### config.mk
export PLATFORM = sky130hd
export DESIGN_NAME = lifo_stack_with_search_top
export DESIGN_NICKNAME = d
export VERILOG_FILES = /design/src/sv/lss_pkg.sv /design/src/sv/lifo_stack_with_search_top.sv /design/src/sv/lss_ram.sv
export SDC_FILE = /design/constraint.sdc
export NUM_CORES = 2
export LEC_CHECK = 0
export BUFFER_PORTS_ARGS = -buffer_cell sky130_fd_sc_hd__buf_2
export CORE_UTILIZATION = 40
export DETAILED_ROUTE_END_ITERATION = 16
export GPL_TIMING_DRIVEN = 1
export PLACE_DENSITY = 0.56
export RECOVER_POWER = 50
export SYNTH_ARGS = -nofsm -noshare
export SYNTH_HDL_FRONTEND = slang
export SYNTH_SLANG_ARGS = --single-unit
### constraint.sdc
create_clock -name clock -period 11.8 [get_ports clock]
set_input_delay 1.77 -clock clock [delete_from_list [all_inputs] [get_ports clock]]
set_output_delay 1.77 -clock clock [all_outputs]
set_load 0.01 [all_outputs]
### src/sv/lss_pkg.sv
// Shared constants for the LIFO stack with search.
// Holds operation and status codes and the default stack depth; no dependencies.
package lss_pkg;

   localparam int LSS_DEPTH = 64;

   localparam int DATA_W   = 32;
   localparam int OP_W     = 2;
   localparam int STATUS_W = 2;
   localparam int COUNT_W  = 7;

   localparam logic [OP_W-1:0] OP_PUSH   = 2'd0;
   localparam logic [OP_W-1:0] OP_POP    = 2'd1;
   localparam logic [OP_W-1:0] OP_SEARCH = 2'd2;
   localparam logic [OP_W-1:0] OP_DUMP   = 2'd3;

   localparam logic [STATUS_W-1:0] STAT_OK    = 2'd0;
   localparam logic [STATUS_W-1:0] STAT_EMPTY = 2'd1;
   localparam logic [STATUS_W-1:0] STAT_FULL  = 2'd2;

endpackage

### src/sv/lifo_stack_with_search_top.sv
// LIFO stack of signed 32-bit words with push, pop, search and dump.
// Depends on lss_pkg and lss_ram (entry storage).
//
//   channel | direction | ports
//   req     | in        | req_valid, req_ready, req_op, req_value
//   rsp     | out       | rsp_valid, rsp_ready, rsp_data, rsp_status, rsp_found,
//           |           | rsp_last, rsp_count
//
// Push and any operation on an empty stack answer directly; pop makes one RAM
// read; search and dump both walk the entry RAM one read per cycle while the
// result port takes items, top to base, and search stops at the first hit.
// Reset clears the state, the fill count and the result valid; entries need no clearing pass.
// A stalled result port holds the walk; the RAM read data waits in place.
module lifo_stack_with_search_top
   import lss_pkg::*;
#(
   parameter int DEPTH = LSS_DEPTH
) (
   input  logic                       clock,
   input  logic                       reset,
   input  logic                       req_valid,
   output logic                       req_ready,
   input  logic [OP_W-1:0]            req_op,
   input  logic signed [DATA_W-1:0]   req_value,
   output logic                       rsp_valid,
   input  logic                       rsp_ready,
   output logic signed [DATA_W-1:0]   rsp_data,
   output logic [STATUS_W-1:0]        rsp_status,
   output logic                       rsp_found,
   output logic                       rsp_last,
   output logic [COUNT_W-1:0]         rsp_count
);

   localparam int AW = $clog2(DEPTH);
   localparam int CW = $clog2(DEPTH + 1);

   localparam logic [1:0] ST_IDLE   = 2'd0;
   localparam logic [1:0] ST_POP    = 2'd1;
   localparam logic [1:0] ST_SEARCH = 2'd2;
   localparam logic [1:0] ST_DUMP   = 2'd3;

   logic [1:0]                state_ff, state_in;
   logic [CW-1:0]             fill_ff, fill_in;
   logic [AW-1:0]             rd_idx_ff, rd_idx_in;
   logic signed [DATA_W-1:0]  value_ff, value_in;

   logic                      rsp_valid_ff, rsp_valid_in;
   logic signed [DATA_W-1:0]  rsp_data_ff, rsp_data_in;
   logic [STATUS_W-1:0]       rsp_status_ff, rsp_status_in;
   logic                      rsp_found_ff, rsp_found_in;
   logic                      rsp_last_ff, rsp_last_in;
   logic [COUNT_W-1:0]        rsp_count_ff, rsp_count_in;

   logic                      rsp_load;
   logic [CW+COUNT_W-1:0]     fill_ext;

   logic                      ram_we, ram_re;
   logic [AW-1:0]             ram_waddr, ram_raddr;
   logic [DATA_W-1:0]         ram_rdata;

   logic accept, slot_free, is_full, is_empty;

   assign slot_free = !rsp_valid_ff || rsp_ready;
   assign req_ready = (state_ff == ST_IDLE) && slot_free;
   assign accept    = req_valid && req_ready;
   assign is_full   = (fill_ff == CW'(DEPTH));
   assign is_empty  = (fill_ff == '0);

   lss_ram #(
      .WIDTH (DATA_W),
      .DEPTH (DEPTH),
      .AW    (AW)
   ) u_ram (
      .clock   (clock),
      .wr_en   (ram_we),
      .wr_addr (ram_waddr),
      .wr_data (req_value),
      .rd_en   (ram_re),
      .rd_addr (ram_raddr),
      .rd_data (ram_rdata)
   );

   always_comb begin
      state_in      = state_ff;
      fill_in       = fill_ff;
      rd_idx_in     = rd_idx_ff;
      value_in      = value_ff;
      rsp_load      = 1'b0;
      rsp_data_in   = rsp_data_ff;
      rsp_status_in = rsp_status_ff;
      rsp_found_in  = rsp_found_ff;
      rsp_last_in   = rsp_last_ff;
      ram_we        = 1'b0;
      ram_re        = 1'b0;
      ram_waddr     = fill_ff[AW-1:0];
      ram_raddr     = rd_idx_ff - AW'(1);

      unique case (state_ff)
         ST_IDLE: begin
            if (accept) begin
               value_in  = req_value;
               ram_raddr = AW'(fill_ff - CW'(1));
               rd_idx_in = AW'(fill_ff - CW'(1));
               unique case (req_op) inside
                  OP_PUSH: begin
                     rsp_load      = 1'b1;
                     rsp_data_in   = '0;
                     rsp_found_in  = 1'b0;
                     rsp_last_in   = 1'b1;
                     if (is_full) begin
                        rsp_status_in = STAT_FULL;
                     end else begin
                        rsp_status_in = STAT_OK;
                        ram_we        = 1'b1;
                        fill_in       = fill_ff + CW'(1);
                     end
                  end
                  OP_POP, OP_SEARCH, OP_DUMP: begin
                     if (is_empty) begin
                        rsp_load      = 1'b1;
                        rsp_data_in   = '0;
                        rsp_status_in = STAT_EMPTY;
                        rsp_found_in  = 1'b0;
                        rsp_last_in   = 1'b1;
                     end else begin
                        ram_re = 1'b1;
                        if (req_op == OP_POP) begin
                           fill_in  = fill_ff - CW'(1);
                           state_in = ST_POP;
                        end else if (req_op == OP_SEARCH) begin
                           state_in = ST_SEARCH;
                        end else begin
                           state_in = ST_DUMP;
                        end
                     end
                  end
                  default: begin
                     state_in = ST_IDLE;
                  end
               endcase
            end
         end
         ST_POP: begin
            if (slot_free) begin
               rsp_load      = 1'b1;
               rsp_data_in   = ram_rdata;
               rsp_status_in = STAT_OK;
               rsp_found_in  = 1'b0;
               rsp_last_in   = 1'b1;
               state_in      = ST_IDLE;
            end
         end
         ST_SEARCH: begin
            if (slot_free) begin
               if (ram_rdata == value_ff) begin
                  rsp_load      = 1'b1;
                  rsp_data_in   = value_ff;
                  rsp_status_in = STAT_OK;
                  rsp_found_in  = 1'b1;
                  rsp_last_in   = 1'b1;
                  state_in      = ST_IDLE;
               end else if (rd_idx_ff == '0) begin
                  rsp_load      = 1'b1;
                  rsp_data_in   = '0;
                  rsp_status_in = STAT_OK;
                  rsp_found_in  = 1'b0;
                  rsp_last_in   = 1'b1;
                  state_in      = ST_IDLE;
               end else begin
                  // advance toward the base
                  ram_re    = 1'b1;
                  rd_idx_in = rd_idx_ff - AW'(1);
               end
            end
         end
         ST_DUMP: begin
            if (slot_free) begin
               rsp_load      = 1'b1;
               rsp_data_in   = ram_rdata;
               rsp_status_in = STAT_OK;
               rsp_found_in  = 1'b0;
               rsp_last_in   = (rd_idx_ff == '0);
               if (rd_idx_ff == '0) begin
                  state_in = ST_IDLE;
               end else begin
                  ram_re    = 1'b1;
                  rd_idx_in = rd_idx_ff - AW'(1);
               end
            end
         end
         default: begin
            state_in = ST_IDLE;
         end
      endcase
   end

   // count reports the fill after the operation, wrapped to the port width
   assign fill_ext     = {{COUNT_W{1'b0}}, fill_in};
   assign rsp_count_in = rsp_load ? fill_ext[COUNT_W-1:0] : rsp_count_ff;
   assign rsp_valid_in = rsp_load || (rsp_valid_ff && !rsp_ready);

   always_ff @(posedge clock) begin
      if (reset) begin
         state_ff     <= ST_IDLE;
         fill_ff      <= '0;
         rsp_valid_ff <= 1'b0;
      end else begin
         state_ff     <= state_in;
         fill_ff      <= fill_in;
         rsp_valid_ff <= rsp_valid_in;
      end
   end

   always_ff @(posedge clock) begin
      rd_idx_ff     <= rd_idx_in;
      value_ff      <= value_in;
      rsp_data_ff   <= rsp_data_in;
      rsp_status_ff <= rsp_status_in;
      rsp_found_ff  <= rsp_found_in;
      rsp_last_ff   <= rsp_last_in;
      rsp_count_ff  <= rsp_count_in;
   end

   assign rsp_valid  = rsp_valid_ff;
   assign rsp_data   = rsp_data_ff;
   assign rsp_status = rsp_status_ff;
   assign rsp_found  = rsp_found_ff;
   assign rsp_last   = rsp_last_ff;
   assign rsp_count  = rsp_count_ff;

   a_fill_bound: assert property (@(posedge clock) disable iff (reset)
      fill_ff <= CW'(DEPTH))
      else $error("fill count exceeds stack depth");

   a_push_grows: assert property (@(posedge clock) disable iff (reset)
      (accept && req_op == OP_PUSH && !is_full) |=> fill_ff == $past(fill_ff) + CW'(1))
      else $error("push did not grow the stack by one");

   a_walk_keeps_fill: assert property (@(posedge clock) disable iff (reset)
      (state_ff == ST_SEARCH || state_ff == ST_DUMP) |=> $stable(fill_ff))
      else $error("fill count changed during a walk");

   a_partial_only_dump: assert property (@(posedge clock) disable iff (reset)
      (rsp_valid_ff && !rsp_last_ff) |-> state_ff == ST_DUMP)
      else $error("non-final item outside a dump");

   a_found_value: assert property (@(posedge clock) disable iff (reset)
      (rsp_valid_ff && rsp_found_ff) |-> rsp_data_ff == value_ff)
      else $error("search hit reports the wrong word");

endmodule

### src/sv/lss_ram.sv
// Generic single-write, single-read synchronous RAM with registered read data.
// Read data updates only on a read enable and holds otherwise. No dependencies.
module lss_ram #(
   parameter int WIDTH = 32,
   parameter int DEPTH = 64,
   parameter int AW    = $clog2(DEPTH)
) (
   input  logic             clock,
   input  logic             wr_en,
   input  logic [AW-1:0]    wr_addr,
   input  logic [WIDTH-1:0] wr_data,
   input  logic             rd_en,
   input  logic [AW-1:0]    rd_addr,
   output logic [WIDTH-1:0] rd_data
);

   logic [WIDTH-1:0] mem_ff [DEPTH];
   logic [WIDTH-1:0] rd_data_ff;

   always_ff @(posedge clock) begin
      if (wr_en) begin
         mem_ff[wr_addr] <= wr_data;
      end
      if (rd_en) begin
         rd_data_ff <= mem_ff[rd_addr];
      end
   end

   assign rd_data = rd_data_ff;

endmodule

* Yosys cells after proc, flatten, opt, wreduce, memory -nomap -nowiden
Memory sizes are Yosys's and may differ from the RTL's. A register that Yosys moved wholly into a read port is not among the register bits.
Index checks and enable logic that the tools add are counted.
** Word-level totals
- Memory bits (writable) :: 2048
- Register bits :: 91
- Memories :: 1
- Input bits :: 38
- Logic and storage cells :: 132
** Memory list
- u_ram.mem_ff :: depth 64, bits a word 32, rd ports 1, clocked after Yosys merged registers in 1, wr ports 1, line lss_ram.sv:17 : logic [WIDTH-1:0] mem_ff [DEPTH];
** Operators by class
- Equal/unequal tests :: 19
- Muxes and demuxes :: 80
- $add $sub $neg :: 3
- Reductions and logical operators :: 19
** Operator list (number)
- $mux W32 :: 6
- $pmux W32 S3 :: 1
- $pmux W32 S2 :: 1
- $mux W6 :: 7
- $mux W7 :: 5
- $mux W1 :: 33
- $eq A32 B32 Y1 :: 1
- $mux W2 :: 14
- $pmux W6 S3 :: 1
- $pmux W7 S2 :: 1
- $ne A2 B2 Y1 const B :: 6
- $reduce_and A6 Y1 :: 2
- $ne A3 B3 Y1 const B :: 3
- $pmux W1 S3 :: 3
- $eq A2 B2 Y1 const B :: 4
- $pmux W2 S2 :: 2
- $pmux W2 S4 :: 1
- $add A7 B1 Y7 const B :: 1
- $eq A7 B7 Y1 const B :: 1
- $logic_not A7 Y1 :: 1
- $reduce_and A7 Y1 :: 1
- $sub A7 B1 Y7 const B :: 1
- $logic_not A6 Y1 :: 1
- $pmux W1 S2 :: 3
- 15 further kinds :: 21

* Logic depth before layout (Yosys ltp)
- Depth after elaboration :: 8
- Mapped depth :: 15
- Gate-level depth less buffers :: 11

* Modules after synthesis
From an unflattened synthesis, not the netlist that was laid out.
** Second synthesis, totals
- Cell total of the unflattened synthesis :: 3921
- Area, all modules :: 83956.8 um^2
** By module, submodules not included
- lss_ram :: area each 79359.9 um^2, cells each 3511, times used 1
- lifo_stack_with_search_top :: area each 4596.9 um^2, cells each 410, times used 1

* Worst setup path after synthesis
Ideal clock, no wire load.
- Path kind :: input to register
- From :: input req_op[1]
- To :: register rsp_data_ff[0] (netlist: rsp_data[0]) (enable)
- Setup time :: 0.485 ns
- Setup slack :: 6.244 ns
- Stages on the path :: 5
- Data arrival time :: 5.071 ns
- Path buffers :: 1
- Path through :: inv_1 -> ha_1 -> clkbuf_1 -> nor2_1 -> a221oi_1
** On the way
- Longest elaborated chain between the ends :: 4
- Elaborated cells between the ends (all ways) :: 8
- Those cells by class :: eq/ne (5); reduce/logical (3)
** Ends and longest elaborated chain
- start: declaration :: line lifo_stack_with_search_top.sv:23 : input logic [OP_W-1:0] req_op,
- $eq A2 B1 Y1 or $eq A2 B2 Y1 (tied branches)
- $reduce_or A3 Y1 :: line lifo_stack_with_search_top.sv:104 : unique case (req_op) inside
- $ne A3 B1 Y1 (no line) or $ne A3 B3 Y1 (tied branches)
- $reduce_and A6 Y1 (no line) (*)
- end signal: assignment :: line lifo_stack_with_search_top.sv:217 : rsp_data_ff <= rsp_data_in;
- end: declaration :: line lifo_stack_with_search_top.sv:48 : logic signed [DATA_W-1:0] rsp_data_ff, rsp_data_in;
Every way passes the cells marked *; elsewhere a longest branch is shown, timed or not.
A chain may end at the register's enable or synchronous reset.

* Worst setup path after layout
- From :: input req_valid
- To :: register u_ram.rd_data_ff[30] (netlist: u_ram.rd_data[30]), read port of u_ram.mem_ff, data pin
** On the way
- Longest elaborated chain between the ends :: 3
- Elaborated cells between the ends (all ways) :: 5
- Those cells by class :: mux (4); reduce/logical (1)
** Ends and longest elaborated chain
- start: declaration :: line lifo_stack_with_search_top.sv:21 : input logic req_valid,
- $logic_and A1 B1 Y1 (*) :: line lifo_stack_with_search_top.sv:65 : assign accept = req_valid && req_ready;
- $mux W1 or $mux W6 (tied branches) :: line lifo_stack_with_search_top.sv:100 : if (accept) begin
- $pmux W1 S3 or $mux W6 (tied branches) :: line lifo_stack_with_search_top.sv:98 : unique case (state_ff)
- end: declaration :: line lss_ram.sv:18 : logic [WIDTH-1:0] rd_data_ff;
Marks and branches as above.

==> results.py <==
metrics = {
    "yosys": {
        "async_flop_share_pct": 0,
        "synth_nets": 4618,
        "yosys_warnings": 0,
        "ys_types": 74,
        "synth_area_mm2": 0.08389,
        "netlist_instances": 4567,
        "yosys_most_used_dff": "edfxtp_1",
        "synth_seq_cells": 2171,
        "syn_area_per_cell_um2": 18.37,
        "yosysSeqAreaShare_pct": 77.59,
        "synth_edf_count": 2161,
    },
    "detailed_routing": {
        "wl_mm": 246.4,
        "drt_pre_antenna_iters": 6,
        "drt_iter0_drc": 6001,
        "route.detailed.drc": 0,
        "num_vias": 45310,
        "via_per_inst": 5.841,
        "wl_per_cell_um": 31.76,
        "antenna_left": 0,
    },
    "placement": {
        "port_buffers": 82,
        "place_congestion": 0.8606,
        "hpwl_mm": 135.9,
    },
    "worst_setup_path": {
        "criticalPathCategory": "in -> reg",
        "cp.arrival_ns": 7.54,
        "end_kind": "flop",
        "critPathLaunchType": "primary input",
        "cp_max_fo": 89,
        "cp_data_required_time_ns": 12.40,
    },
    "clock_network": {
        "cts_setup_buffers": 0,
        "clkSinkCount": 2171,
        "clkLatencyLatePin_ns": 0.88,
        "ctsHoldBuffers": 0,
        "h-tree-depth": 4,
        "cts_tree": "yes",
        "cts_buffers": 215,
        "cts_resized": 0,
        "root_buffer": "clkbuf_16",
        "cts.clk_slew.worst_paths_ns": 0.06,
        "cts_buffer_depth": 3,
    },
    "timing": {
        "period_minus_slack_ns": 6.932,
        "finClkSkew_ns": 0.03672,
        "setup_tns_ns": 0,
        "finalHoldViolCount": 0,
        "rsz0062_at_grt": "no",
        "worst_pin_slew_ns": 4.199,
        "report.final.slew_viol_count": 2194,
        "setup_violations": 0,
        "slew_headroom_pct": -179.9,
        "fmax_ghz": 0.1443,
        "final.period_utilization_pct": 58.74,
    },
    "floorplanning": {
        "die-area_mm2": 0.2116,
        "die-height_um": 460.0,
        "core-area_mm2": 0.2077,
        "start_util_pct": 40.39,
        "die_w_um": 460.0,
        "boundaryPins": 83,
        "num_rows": 167,
    },
    "layout": {
        "syn_to_final_growth_pct": 13.68,
        "nNetsFinal": 4843,
        "layout-drive-gt1-share_pct": 18.20,
    },
    "run_status": {
        "status": "finished with violations",
        "failed_checks": "max-capacitance violations, max-slew violations",
    },
    "job": {
        "maxCapViolCount": 35,
    },
    "global_route": {
        "grt_first_pass_wirelength_mm": 342.8,
        "first_global_vias": 43100,
        "antenna_found_initial": 29,
        "gr-usage-all-layers_pct": 23.17,
        "grt_max_degree": 91,
        "grt-ovfl-total": 0,
    },
    "pwr": {
        "powerDensity_mw_per_mm2": 195.9,
        "total_power_w": 0.01868,
        "p_leak_nw": 30.84,
        "max-vdd-ir-drop_v": 0.0001339,
    },
    "min_path": {
        "hold_path.class": "reg -> reg",
    },
}
path summary, 6_finish.rpt:
kind,cells after the start,slack (ns),from,endpoint
max,11,4.87,req_valid,u_ram.rd_data[30]
min,2,0.60,state_ff[1],state_ff[1]
max reg2reg,12,5.02,state_ff[0],u_ram.rd_data[30]
min reg2reg,2,0.60,state_ff[1],state_ff[1]
Yosys cell counts, types with 4 or more instances:
master     instances  area (µm²)
a22oi_1          112       840.8
buf_6             24       270.3
a211oi_1          29       217.7
o211ai_1           7       52.55
o2bb2ai_1          5       43.79
nand2_1          563        2113
xnor2_1           10       87.58
nor3_1            16       80.08
nor2_1           123       461.7
nor4_1           117       732.0
a21oi_1          208        1041
o221ai_1         101       884.6
buf_2            104       520.5
o21ai_0           10       50.05
dfxtp_1           10       200.2
clkbuf_1          90       337.8
a32o_1            26       260.3
a311oi_1           5       43.79
nand4_1            5       31.28
xor2_1            35       306.5
a32oi_1            4       35.03
nand3_1          103       515.5
mux2_2            13       146.4
nor3b_1            4       30.03
mux4_2           261        5878
o22ai_1           17       106.4
and2_1             5       31.28
mux2i_1          234        2342
inv_1             18       67.56
a22o_1             4       35.03
nor2b_1           10       62.56
edfxtp_1        2161       64890
buf_4             42       315.3
and3_1             5       31.28
ha_1              13       162.7
a31oi_1           19       118.9
through the flow:
step           hold slack [ns]  instances  util [%]  cell area, µm²  worst slack, ns
6_report                0.6029       7758     45.92           95370            4.868
5_1_grt                 0.6290       7756     45.92           95360            4.580
4_1_cts                 0.5880       7755     45.99           95530            5.741
3_5_place_dp            0.5569       7363     42.71           88700            4.925
3_3_place_gp            0.5835       7356     42.65           88590            4.062
2_1_floorplan           0.5047       4567         -           83890            6.244
layout make-up:
class	instances	area (µm²)
fillers	17690	112300
flip-flops and latches	2171	65090
multi-input cells	2112	18150
clock buffers	255	5552
well taps	2788	3488
repair buffers	272	1730
clock inverters	137	1277
inverters	20	75.07
diodes	3	7.507
state kept, by name (all words and copies together) (netlist names):
register and count:
u_ram.mem_ff 2048, rsp_data 32, u_ram.rd_data 32, value_ff 32, fill_ff 7, rsp_count 7
rd_idx_ff 6, rsp_status 2, state_ff 2, rsp_found 1, rsp_last 1, rsp_valid 1
cells by family after synthesis:
logic type	Yosys count	synth area share [%]
XOR/XNOR	46	0.4892
AO/OA/AOI/OAI	571	4.746
multiplexers	510	10.03
AND/OR/NAND/NOR	972	5.114
adder cells (fa/ha/maj)	13	0.1939
flip-flops	2171	77.59
buffers and inverters	284	1.842
where the power goes:
group          switching, W  internal [W]  total (W)  leakage [nW]
sequential        0.0000937       0.00864    0.00873          19.6
clock               0.00294       0.00373    0.00667          3.32
combinational       0.00221       0.00106    0.00328          7.96
total               0.00525        0.0134     0.0187          30.8
routing by layer:
metal	GRT usage (%)	wire, µm	share of wire [%]	vias up
met5	0	35	0.014	-
met4	6.720	7133	2.9	6
met3	4.438	24660	10	356
met2	36.09	113600	46	2317
met1	33.10	100900	41	23770
li1	-	-	-	18860
critical path: stages:
cell and delay (ns):
clkbuf_1 0.18, and2_0 0.29, nand2_1 0.69, inv_1 1.59, o2bb2ai_4 0.03, buf_4 0.30, nand2_8 0.64, o221ai_1 0.37
a211oi_1 1.14, a21oi_1 0.11, and3_1 0.25
layout by cell type, fill, tap and decap left out, types with 24 or more instances in the layout:
cell type	count
edfxtp_1	2161
clkbuf_16	216
nor2_1	58
nor4_2	35
clkbuf_1	100
buf_2	53
o221ai_1	101
xor2_1	35
buf_4	154
a22oi_1	110
nand3_1	102
nor2_4	65
a211oi_1	24
nand2_1	563
a32o_1	26
clkinv_1	71
mux4_2	261
clkinv_2	31
nor4_1	82
a21oi_1	208
mux2i_1	234
No activity file was read; power rests on OpenSTA's default activity.
